--- src/hdl/saf_pkg.sv ---
// ----------------------------------------------------------------------------
// saf_pkg: shared types and constants of the swap frame allocator
// Frame and offset widths, command and status codes, queue word type.
// ----------------------------------------------------------------------------
package saf_pkg;

    localparam int PAGES     = 1024;
    localparam int RESERVE   = 10;
    localparam int FREE_INIT = PAGES - RESERVE;
    localparam int AW        = $clog2(PAGES);
    localparam int FW        = 10;

    // input command codes
    localparam logic [1:0] CMD_MAP    = 2'd0;
    localparam logic [1:0] CMD_LOOKUP = 2'd1;
    localparam logic [1:0] CMD_FREE   = 2'd2;

    typedef enum logic [1:0] {
        OP_MAP,
        OP_LOOKUP,
        OP_FREE
    } t_op;

    typedef enum logic [1:0] {
        ST_OK           = 2'd0,
        ST_NOFREE       = 2'd1,
        ST_UNMAPPED     = 2'd2,
        ST_FREE_IGNORED = 2'd3
    } t_status;

    typedef enum logic [1:0] {
        BS_CLEAR,
        BS_IDLE,
        BS_EXEC
    } t_bstate;

    typedef struct packed {
        t_op           op;
        logic [FW-1:0] offset;
    } t_cmd;

    typedef struct packed {
        logic valid;
        t_cmd cmd;
    } t_qhead;

endpackage

--- src/hdl/saf_front.sv ---
// ----------------------------------------------------------------------------
// saf_front: command intake
// Accepts commands, classifies the command code and queues the word for the
// execution side in a two-entry queue.
// ----------------------------------------------------------------------------
module saf_front
    import saf_pkg::*;
(
    input  logic          i_clk,
    input  logic          i_rst_n,
    input  logic          start,
    input  logic [1:0]    i_cmd,
    input  logic [FW-1:0] i_offset,
    input  logic          i_hold,
    input  logic          i_pop,
    output logic          busy,
    output t_qhead        o_head
);

    localparam int QDEPTH = 2;
    localparam int QAW    = $clog2(QDEPTH);
    localparam int QCW    = $clog2(QDEPTH + 1);

    t_cmd             r_q [QDEPTH];
    logic [QAW-1:0]   r_wp, n_wp;
    logic [QAW-1:0]   r_rp, n_rp;
    logic [QCW-1:0]   r_cnt, n_cnt;
    logic             w_push;
    logic             w_pop;
    t_cmd             w_word;

    assign busy   = i_hold || (r_cnt == QCW'(QDEPTH));
    assign w_push = start && !busy;
    assign w_pop  = i_pop && (r_cnt != '0);

    // classify: code 3 acts as a lookup
    always_comb begin
        w_word.offset = i_offset;
        case (i_cmd)
            CMD_MAP:  w_word.op = OP_MAP;
            CMD_FREE: w_word.op = OP_FREE;
            default:  w_word.op = OP_LOOKUP;
        endcase
    end

    always_comb begin
        n_wp  = w_push ? r_wp + QAW'(1) : r_wp;
        n_rp  = w_pop  ? r_rp + QAW'(1) : r_rp;
        n_cnt = r_cnt + QCW'(w_push) - QCW'(w_pop);
    end

    always_ff @(posedge i_clk) begin
        if (!i_rst_n) begin
            r_wp  <= '0;
            r_rp  <= '0;
            r_cnt <= '0;
        end else begin
            r_wp  <= n_wp;
            r_rp  <= n_rp;
            r_cnt <= n_cnt;
        end
    end

    always_ff @(posedge i_clk) begin
        if (w_push) begin
            r_q[r_wp] <= w_word;
        end
    end

    assign o_head.valid = (r_cnt != '0);
    assign o_head.cmd   = r_q[r_rp];

endmodule

--- config.mk ---
export PLATFORM = sky130hd
export DESIGN_NAME = saf_front
export DESIGN_NICKNAME = d
export VERILOG_FILES = /design/src/hdl/saf_pkg.sv /design/src/hdl/saf_front.sv
export SDC_FILE = /design/constraint.sdc
export NUM_CORES = 1
export LEC_CHECK = 0
export ABC_AREA = 1
export BUFFER_PORTS_ARGS = -buffer_cell sky130_fd_sc_hd__buf_2
export CAP_MARGIN = 15
export CORE_ASPECT_RATIO = 1.4
export CORE_UTILIZATION = 50
export DETAILED_ROUTE_END_ITERATION = 10
export PLACE_DENSITY = 0.76
export SLEW_MARGIN = 20
export SYNTH_ARGS = -nofsm -noshare
export SYNTH_HDL_FRONTEND = slang
export SYNTH_SLANG_ARGS = --single-unit
--- constraint.sdc ---
create_clock -name i_clk -period 2 [get_ports i_clk]
set_clock_uncertainty 0.1 [all_clocks]
set_input_delay 0.3 -clock i_clk [delete_from_list [all_inputs] [get_ports i_clk]]
set_output_delay 0.3 -clock i_clk [all_outputs]
set_load 0.05 [all_outputs]
==> results.cfg, run 1 <==
[power_and_ir_drop]
power.density_cell_area_nw_per_um2 = 1220
clock_power_share = 0.184
combinationalPowerShare = 0.378
power.static_leakage_nw = 0.621
switching_power_share_of_the_total = 0.382
power.ir.vdd_worst_mv = 0.688
power.internal_w = 0.00106
p_seq_frac = 0.438
p_sw_w = 0.000655

[die]
placement_rows = 20
die-width_um = 43.0
floorplan.die_area_um2 = 2560
floorplan.initialDensity = 0.535
top_level_ports = 31
placeableCoreArea_um2 = 2200
die_height_um = 59.4

[cts]
cts_max_path_buffers = 2
clock_tree.root_cell = sky130_fd_sc_hd__clkbuf_4
clk_pin_slew_ns = 0.09
clock_tree_from_tritoncts = done
cts_setup_buffers = 0
htree_num_levels = 2
clock_insertion_delay_worst_skew_ns = 0.32
tritoncts.num_buffers = 5
post_cts_resized = 0
holdBufCountCts = 0
clock_sinks = 29

[worst_setup_path]
data_required_time_at_the_worst_endpoint_ns = 1.60
critPathMaxFanout = 12
timing.critical_path.arrival_ns = 1.44
setup.worst_path.end_class = primary output
timing.critical_path.from_type = flip-flop
worstSetupPathType = reg -> out

[global_routing]
grt_pass1_wl_mm = 2.72
grt_start_max_net_pins = 13
grt_pass1_vias = 682
met2_usage = 0.262
grt_busiest_layer = met2
antenna_found_initial = 0
grt.total_usage = 0.152
globalRouteOverflowTotal = 0
grt_util_met1 = 0.153
grtUsageMet3 = 0.0488

[synthesis]
syn_inst = 79
number_of_distinct_standard_cells_referenced_by_the_synthesized_netlist = 15
syn-cell-area_um2 = 1180
synth_seq_area_share = 0.697
synth.ff_latch_count = 29
syn_nets = 98
synth_warnings = 0
avgSynthCellArea_um2 = 14.9

[placement]
numPortBuffers = 30
globalplace.congestion = 0.646
post-place-ws_ns = 0.328
post-dp-hpwl_mm = 1.24

[sta]
final_critical_period_ns = 1.84
number_of_setup_violations_in_the_final_report = 0
setup_slack_ns = 0.164
worst_slew_pin_slew_ns = 0.472
max_clock_freq_ghz = 0.545
tns_ns = 0
post-route-period-util = 0.918
rsz0062_at_grt = no
timing.final.hold_violations = 0
number_of_pins_with_negative_max_slew_slack_in_the_final_report = 0
slew_headroom = 0.685

[job]
cap_violations = 0

[detailed_routing]
drc = 0
avgViaCountPerCell = 5.02
drt.antenna.violating_nets = 0
routed-via-count = 698
wl_mm = 1.75
drt-initial-drc-count = 15
first_pass_iters = 4
routedWlPerCell_um = 12.6

[hold_path]
min_path_type = in -> reg

[layout]
syn2layout_area_growth_pct = 19.3
drive_above_1_share = 0.436
final_net_count = 135
n_antenna_cell = 0

[run_status]
status = finished clean
## cells by family after synthesis
kind of cell    count (synthesis)  synth area share
buf+inv                        13            0.0478
flops                          29             0.697
compound gates                  2            0.0106
simple gates                   21            0.0765
fa+ha+maj                       2            0.0213
mux                            12             0.147
## sequential cells by signal (all words and copies together) (netlist names), named ones only
register	cells
r_wp	1
r_rp	1
r_cnt	2
r_q	24
## power by group through the flow
stage          logic, W  clock network, W  registers (W)
3_3_place_gp   0.000637                 0       0.000761
5_1_grt        0.000699          0.000350       0.000758
3_5_place_dp   0.000656                 0       0.000765
2_1_floorplan  0.000531                 0       0.000762
4_1_cts        0.000657          0.000326       0.000753
6_report       0.000648          0.000316       0.000752
## synth_stat cells, drive strengths merged
library cell | number | area [um^2]
ha | 2 | 25.0
clkbuf | 1 | 3.75
nor2 | 7 | 26.3
nand2 | 10 | 37.5
o21a | 1 | 7.51
dfxtp | 5 | 100
inv | 11 | 41.3
a21oi | 1 | 5.00
buf | 1 | 11.3
mux2 | 12 | 173
nand4 | 1 | 6.26
edfxtp | 24 | 721
nand3 | 3 | 20.0
## layer usage
metal / vias to the layer above / routed length, um / part of all wire
li1: 347 / - / -
met1: 327 / 711 / 0.41
met2: 22 / 938 / 0.54
met3: 2 / 76 / 0.043
met5: - / 0 / 0
met4: 0 / 27 / 0.015
## metrics by stage
stage | utilization | hold WS [ns] | total power [W] | cell area [um^2] | instances
finish | 0.638 | 0.0629 | 0.00172 | 1410 | 139
global route | 0.638 | 0.0493 | 0.00181 | 1410 | 139
CTS | 0.638 | 0.0470 | 0.00174 | 1410 | 139
detailed placement | 0.615 | 0.394 | 0.00142 | 1360 | 131
global placement | 0.615 | 0.369 | 0.00140 | 1360 | 131
floorplan | - | 0.293 | 0.00129 | 1180 | 79
## final timing paths
kind / end / startpoint / cells past startpoint / slack [ns]
max: o_head[6] / flip-flop / 3 / 0.16
min: r_q[1][7] / i_offset[7] / 1 / 0.06
max reg2reg: r_cnt[1] / r_cnt[0] / 10 / 0.33
min reg2reg: r_rp / r_rp / 2 / 0.44
## area by class of cell
class                   count  area, um^2
clock buffers               5        37.5
fillers                   185         797
inverters                  11        41.3
well taps                  22        27.5
clock inverters             3        12.5
multi-input cells          37         300
flip-flops and latches     29         821
repair buffers             32         165
## cells in the final DEF (no fill, tap or decap)
cell	instances
sky130_fd_sc_hd__nand2_1	10
sky130_fd_sc_hd__mux2_2	2
sky130_fd_sc_hd__buf_2	30
sky130_fd_sc_hd__nand4_1	1
sky130_fd_sc_hd__nand3_1	2
sky130_fd_sc_hd__mux2_4	10
sky130_fd_sc_hd__edfxtp_1	24
sky130_fd_sc_hd__nand3_2	1
sky130_fd_sc_hd__clkbuf_4	5
sky130_fd_sc_hd__buf_4	2
sky130_fd_sc_hd__dfxtp_1	5
sky130_fd_sc_hd__inv_1	11
sky130_fd_sc_hd__ha_1	2
sky130_fd_sc_hd__a21oi_1	1
sky130_fd_sc_hd__o21a_1	1
sky130_fd_sc_hd__clkinv_2	1
sky130_fd_sc_hd__nor2_1	7
sky130_fd_sc_hd__clkinv_1	2
## critical path, cell delays in order, from the launching register on
cell,delay (ns)
sky130_fd_sc_hd__dfxtp_1,0.31
sky130_fd_sc_hd__buf_4,0.23
sky130_fd_sc_hd__mux2_2,0.36
sky130_fd_sc_hd__buf_2,0.21
Note: power is estimated with default switching activity, not from simulation.
==> inputs of run 2 (changes only) <==
--- a/config.mk
+++ b/config.mk
@@ -12,6 +12,7 @@
 export CORE_UTILIZATION = 50
 export DETAILED_ROUTE_END_ITERATION = 10
 export PLACE_DENSITY = 0.76
+export SETUP_SLACK_MARGIN = 0.4
 export SLEW_MARGIN = 20
 export SYNTH_ARGS = -nofsm -noshare
 export SYNTH_HDL_FRONTEND = slang
==> run 2 against run 1 <==
Compared with the run above: global-route usage rose by 1.5 points; total power rose by 14%; highest routed layer unchanged; cell count rose by 2.2%; sequential share of layout area fell by 6.5 points; setup slack improved by 0.13 ns; core utilization rose by 8.6 points; sequential power rose by 3.2%; register-to-register slack improved by 0.12 ns; critical path type unchanged; hold slack got worse by 0.0063 ns.
==> results.cfg, run 2 (synthesized netlist as in run 1, its figures left out) <==
[sta]
final_critical_period_ns = 1.71
slew_headroom = 0.676
rsz0062_at_grt = yes
number_of_pins_with_negative_max_slew_slack_in_the_final_report = 0
tns_ns = 0
worst_slew_pin_slew_ns = 0.486
setup_slack_ns = 0.290
post-route-period-util = 0.855
timing.final.hold_violations = 0
number_of_setup_violations_in_the_final_report = 0
max_clock_freq_ghz = 0.585
finalHoldWorstSlack_ns = 0.0566

[worst_setup_path]
worstPathCellList = buf_8 -> mux2_4 -> buf_8
timing.critical_path.arrival_ns = 1.31
crit_buf_inv = 2
timing.critical_path.from_type = flip-flop
worstSetupPathType = reg -> out
cpMaxStageDelayCell = sky130_fd_sc_hd__dfxtp_4
cp_common_cell = sky130_fd_sc_hd__buf_8
setup.worst_path.end_class = primary output
critPathMaxFanout = 6
critPathTopFamily = flip-flops
cp_slowest_stage_delay_ns = 0.39
data_required_time_at_the_worst_endpoint_ns = 1.60

[layout]
drive_above_1_share = 0.525
n_antenna_cell = 0
fill_cells = 158
final_net_count = 138
layout.cells.most_common = sky130_fd_sc_hd__edfxtp_1
largest_reg_flops = 24
syn2layout_area_growth_pct = 35.4
final-instance-count-excl-fill = 142
largestRegisters = r_q: 24 flops, r_cnt: 2 flops
max_flop_register = r_q
layout.cells.most_common_list = sky130_fd_sc_hd__edfxtp_1 (24), sky130_fd_sc_hd__buf_2 (17), sky130_fd_sc_hd__mux2_4 (12)

[cts]
htree_num_levels = 2
clock_tree_from_tritoncts = done
cts_max_path_buffers = 2
tritoncts.num_buffers = 5
clock_insertion_delay_worst_skew_ns = 0.33
holdBufCountCts = 0
clk_pin_slew_ns = 0.09
clock_tree.root_cell = sky130_fd_sc_hd__clkbuf_4
clock_sinks = 29

[placement]
post-place-ws_ns = 0.328
numPortBuffers = 30
post-place-cells = 131
post-dp-hpwl_mm = 1.24
globalplace.congestion = 0.646

[die]
placeableCoreArea_um2 = 2200
placement_rows = 20
top_level_ports = 31
floorplan.die_area_um2 = 2560
floorplan.initialDensity = 0.535
die-width_um = 43.0
die_height_um = 59.4

[job]
cap_violations = 0

[detailed_routing]
wl_mm = 2.01
drt-initial-drc-count = 21
first_pass_iters = 3
routedWlPerCell_um = 14.2
routed-via-count = 721
avgViaCountPerCell = 5.08
drc = 0
drt.antenna.violating_nets = 0

[power_and_ir_drop]
fin_total_pwr_w = 0.00196
power.ir.vdd_worst_mv = 0.766
power.static_leakage_nw = 0.685
power.density_cell_area_nw_per_um2 = 1230

[global_routing]
grt_pass1_vias = 724
grt.total_usage = 0.166
grt_pass1_wl_mm = 2.97
globalRouteOverflowTotal = 0
antenna_found_initial = 0
grt_start_max_net_pins = 13

[run_status]
status = finished clean

[hold_path]
min_path_type = in -> reg
[run 2: cell types whose count changed in the layout (fill, tap and decap cells not counted), moves of 2 or more]
| cell | previous run | this run |
|---|---|---|
| sky130_fd_sc_hd__dfxtp_1 | 5 | 2 |
| sky130_fd_sc_hd__buf_2 | 30 | 17 |
| sky130_fd_sc_hd__buf_8 | 0 | 4 |
| sky130_fd_sc_hd__buf_6 | 0 | 9 |
| sky130_fd_sc_hd__dfxtp_2 | 0 | 2 |
| sky130_fd_sc_hd__mux2_4 | 10 | 12 |
| sky130_fd_sc_hd__ha_1 | 2 | 0 |
| sky130_fd_sc_hd__nand2_1 | 10 | 8 |
| sky130_fd_sc_hd__mux2_2 | 2 | 0 |
[run 2: power by group]
group	total [W]	internal, W	switching, W
clock network	0.000322	0.000127	0.000195
logic	0.000865	0.000376	0.000489
registers	0.000776	0.000731	0.0000448
total	0.00196	0.00123	0.000729
[run 2: worst paths after layout]
path                             startpoint   endpoint  slack, ns  cells after the start
worst max-delay path              flip-flop  o_head[6]       0.29                      3
worst min-delay path            i_offset[7]  r_q[1][7]       0.06                      1
worst max register to register     r_cnt[1]   r_cnt[1]       0.45                      8
worst min register to register         r_rp  flip-flop       0.45                      2
[run 2: metal layers]
layer / track usage / up-vias / routed length [um] / share of wire
li1: - / 351 / - / -
met2: 0.294 / 23 / 1140 / 0.57
met4: 0.108 / 0 / 39 / 0.019
met3: 0.0488 / 5 / 78 / 0.039
met5: 0 / - / 0 / 0
met1: 0.167 / 342 / 755 / 0.38
[run 2: what timing repair did]
action / CTS / global route
setup endpoints to repair: 13 / 14
gates cloned: 1 / 0
buffers inserted: 0 / 2
pin swaps: 1 / 3
gates resized for setup: 36 / 9
[run 2: through the flow]
| step | utilization | area [um^2] |
|---|---|---|
| after floorplan | - | 1180 |
| after global placement | 0.615 | 1360 |
| after detailed placement | 0.615 | 1360 |
| after CTS | 0.700 | 1540 |
| after global routing | 0.724 | 1590 |
| final | 0.724 | 1590 |
[run 2: area by class of cell]
class,count,area (um^2),area share
clock buffer,5,37.5,0.0235
clock inverter,3,12.5,0.00785
inverter,11,41.3,0.0259
multi-input combinational,37,344,0.216
sequential,29,827,0.519
tap,22,27.5,0.0173
timing repair buffer,35,304,0.191
[run 2: worst reg2reg max path: cells and delay by family, from the launching register on]
family / cells / cell delay, ns
compound gates: 2 / 0.34
fa+ha+maj: 2 / 0.46
buf+inv: 2 / 0.10
flops: 1 / 0.35
simple gates: 2 / 0.10
==> inputs of run 3 (changes only) <==
--- a/config.mk
+++ b/config.mk
@@ -11,7 +11,8 @@
 export CORE_ASPECT_RATIO = 1.4
 export CORE_UTILIZATION = 50
 export DETAILED_ROUTE_END_ITERATION = 10
-export PLACE_DENSITY = 0.76
+export PLACE_DENSITY = 0.8
+export REMOVE_ABC_BUFFERS = 1
 export SETUP_SLACK_MARGIN = 0.4
 export SLEW_MARGIN = 20
 export SYNTH_ARGS = -nofsm -noshare
==> run 3 against run 2 <==
Compared with the run above: register-to-register slack got worse by 0.02 ns; largest cell class unchanged; sequential share of layout area decreased by 0.32 points; highest routed layer unchanged; final area increased by 0.47%; largest power group unchanged.
==> results.cfg, run 3 (synthesized netlist as in run 1, its figures left out) <==
[layout]
register_area_um2 = 826
layout.cells.most_common = sky130_fd_sc_hd__edfxtp_1
max_flop_register = r_q
final_net_count = 141
fill_cells = 153
largestRegisters = r_q: 24 flops, r_cnt: 2 flops
n_antenna_cell = 0
largest_reg_flops = 24
drive_above_1_share = 0.593
syn2layout_area_growth_pct = 36.0
layout.cells.most_common_list = sky130_fd_sc_hd__edfxtp_1 (24), sky130_fd_sc_hd__buf_2 (18), sky130_fd_sc_hd__buf_6 (13)
finish.instance_area_um2 = 1600
multi_input_comb_area_um2 = 340

[worst_setup_path]
worstSetupPathType = reg -> out
setup.worst_path.end_class = primary output
cpMaxStageDelayCell = sky130_fd_sc_hd__dfxtp_4
cp_slowest_stage_delay_ns = 0.39
timing.critical_path.from_type = flip-flop
reg2reg_setup_slack_ns = 0.43
critPathTopFamily = flip-flops
crit_buf_inv = 2
timing.critical_path.arrival_ns = 1.30
critPathMaxFanout = 5
worstPathCellList = buf_6 -> mux2_4 -> buf_8
data_required_time_at_the_worst_endpoint_ns = 1.60

[sta]
max_clock_freq_ghz = 0.589
tns_ns = 0
number_of_setup_violations_in_the_final_report = 0
number_of_pins_with_negative_max_slew_slack_in_the_final_report = 0
worst_slew_pin_slew_ns = 0.478
post-route-period-util = 0.849
final_critical_period_ns = 1.70
slew_headroom = 0.681
rsz0062_at_grt = yes
timing.final.hold_violations = 0

[global_routing]
grt_busiest_layer = met2
grtUsageMet3 = 0.0732
grt_pass1_vias = 700
globalRouteOverflowTotal = 0
grt_pass1_wl_mm = 2.88
grt.total_usage = 0.163
grt_util_met1 = 0.162
met2_usage = 0.275
grt_start_max_net_pins = 13
antenna_found_initial = 0

[die]
top_level_ports = 31
die_height_um = 59.4
placement_rows = 20
die-width_um = 43.0
floorplan.initialDensity = 0.535
placeableCoreArea_um2 = 2200
floorplan.die_area_um2 = 2560

[job]
cap_violations = 0

[detailed_routing]
avgViaCountPerCell = 4.94
drt.antenna.violating_nets = 0
routedWlPerCell_um = 13.5
first_pass_iters = 3
drt-initial-drc-count = 5
routed-via-count = 717
drc = 0
wl_mm = 1.96

[hold_path]
min_path_type = in -> reg

[power_and_ir_drop]
power.density_cell_area_nw_per_um2 = 1260
power.static_leakage_nw = 0.696
power.ir.vdd_worst_mv = 0.910

[placement]
numPortBuffers = 30
post-dp-hpwl_mm = 1.26
globalplace.congestion = 0.735
placed_instance_area_um2 = 1360

[run_status]
status = finished clean

[cts]
clock_sinks = 29
clock_insertion_delay_worst_skew_ns = 0.32
clock_tree.root_cell = sky130_fd_sc_hd__clkbuf_4
htree_num_levels = 2
cts_max_path_buffers = 2
clk_pin_slew_ns = 0.09
tritoncts.num_buffers = 5
clock_tree_from_tritoncts = done
==> run 3: metal layers <==
metal  wire length, um  vias up  part of all wire
met5                 0        -                 0
met4                54        0             0.028
met3               116        6             0.059
met2               990       24              0.51
met1               795      331              0.41
li1                  -      356                 -
==> run 3: worst paths after layout <==
check | from | cells after the start | to
max reg2reg | r_cnt[0] | 10 | r_cnt[1]
min reg2reg | r_rp | 2 | r_rp
max | flip-flop | 3 | o_head[5]
min | i_offset[0] | 1 | r_q[1][0]
==> run 3: final cells by class <==
cell class	instances	share of cell area
clock buffers	7	0.0406
clock inverters	1	0.00312
inverters	11	0.0258
multi-input cells	37	0.212
flip-flops and latches	29	0.516
well taps	22	0.0172
repair buffers	38	0.185
==> run 3: worst register-to-register path: stages, from the launching register on <==
cell	delay, ns
sky130_fd_sc_hd__dfxtp_2	0.36
sky130_fd_sc_hd__inv_2	0.05
sky130_fd_sc_hd__nand2_2	0.08
sky130_fd_sc_hd__nand3_2	0.10
sky130_fd_sc_hd__ha_4	0.28
sky130_fd_sc_hd__inv_2	0.03
sky130_fd_sc_hd__ha_2	0.19
sky130_fd_sc_hd__inv_2	0.05
sky130_fd_sc_hd__nand2_2	0.05
sky130_fd_sc_hd__a21oi_2	0.14
sky130_fd_sc_hd__nor2_2	0.04
==> run 3: through the flow <==
stage               instances  utilization  total power [W]  hold WS [ns]  worst slack [ns]
floorplan                  77            -          0.00128         0.293             0.418
global placement          132        0.619          0.00140         0.372             0.408
detailed placement        132        0.619          0.00142         0.378             0.334
CTS                       141        0.698          0.00194        0.0417             0.278
global route              145        0.727          0.00209        0.0436             0.257
finish                    145        0.727          0.00201        0.0592             0.302
==> run 3: repair_timing <==
action | CTS | global route
setup buffers | 1 | 4
setup endpoints to repair | 13 | 13
pin swaps | 0 | 5
resized for setup | 32 | 11
hold buffers | 0 | 0
==> run 3: where the power goes <==
group          internal (W)  switching (W)
sequential         0.000729      0.0000402
clock              0.000203       0.000195
combinational      0.000358       0.000487
total               0.00129       0.000722
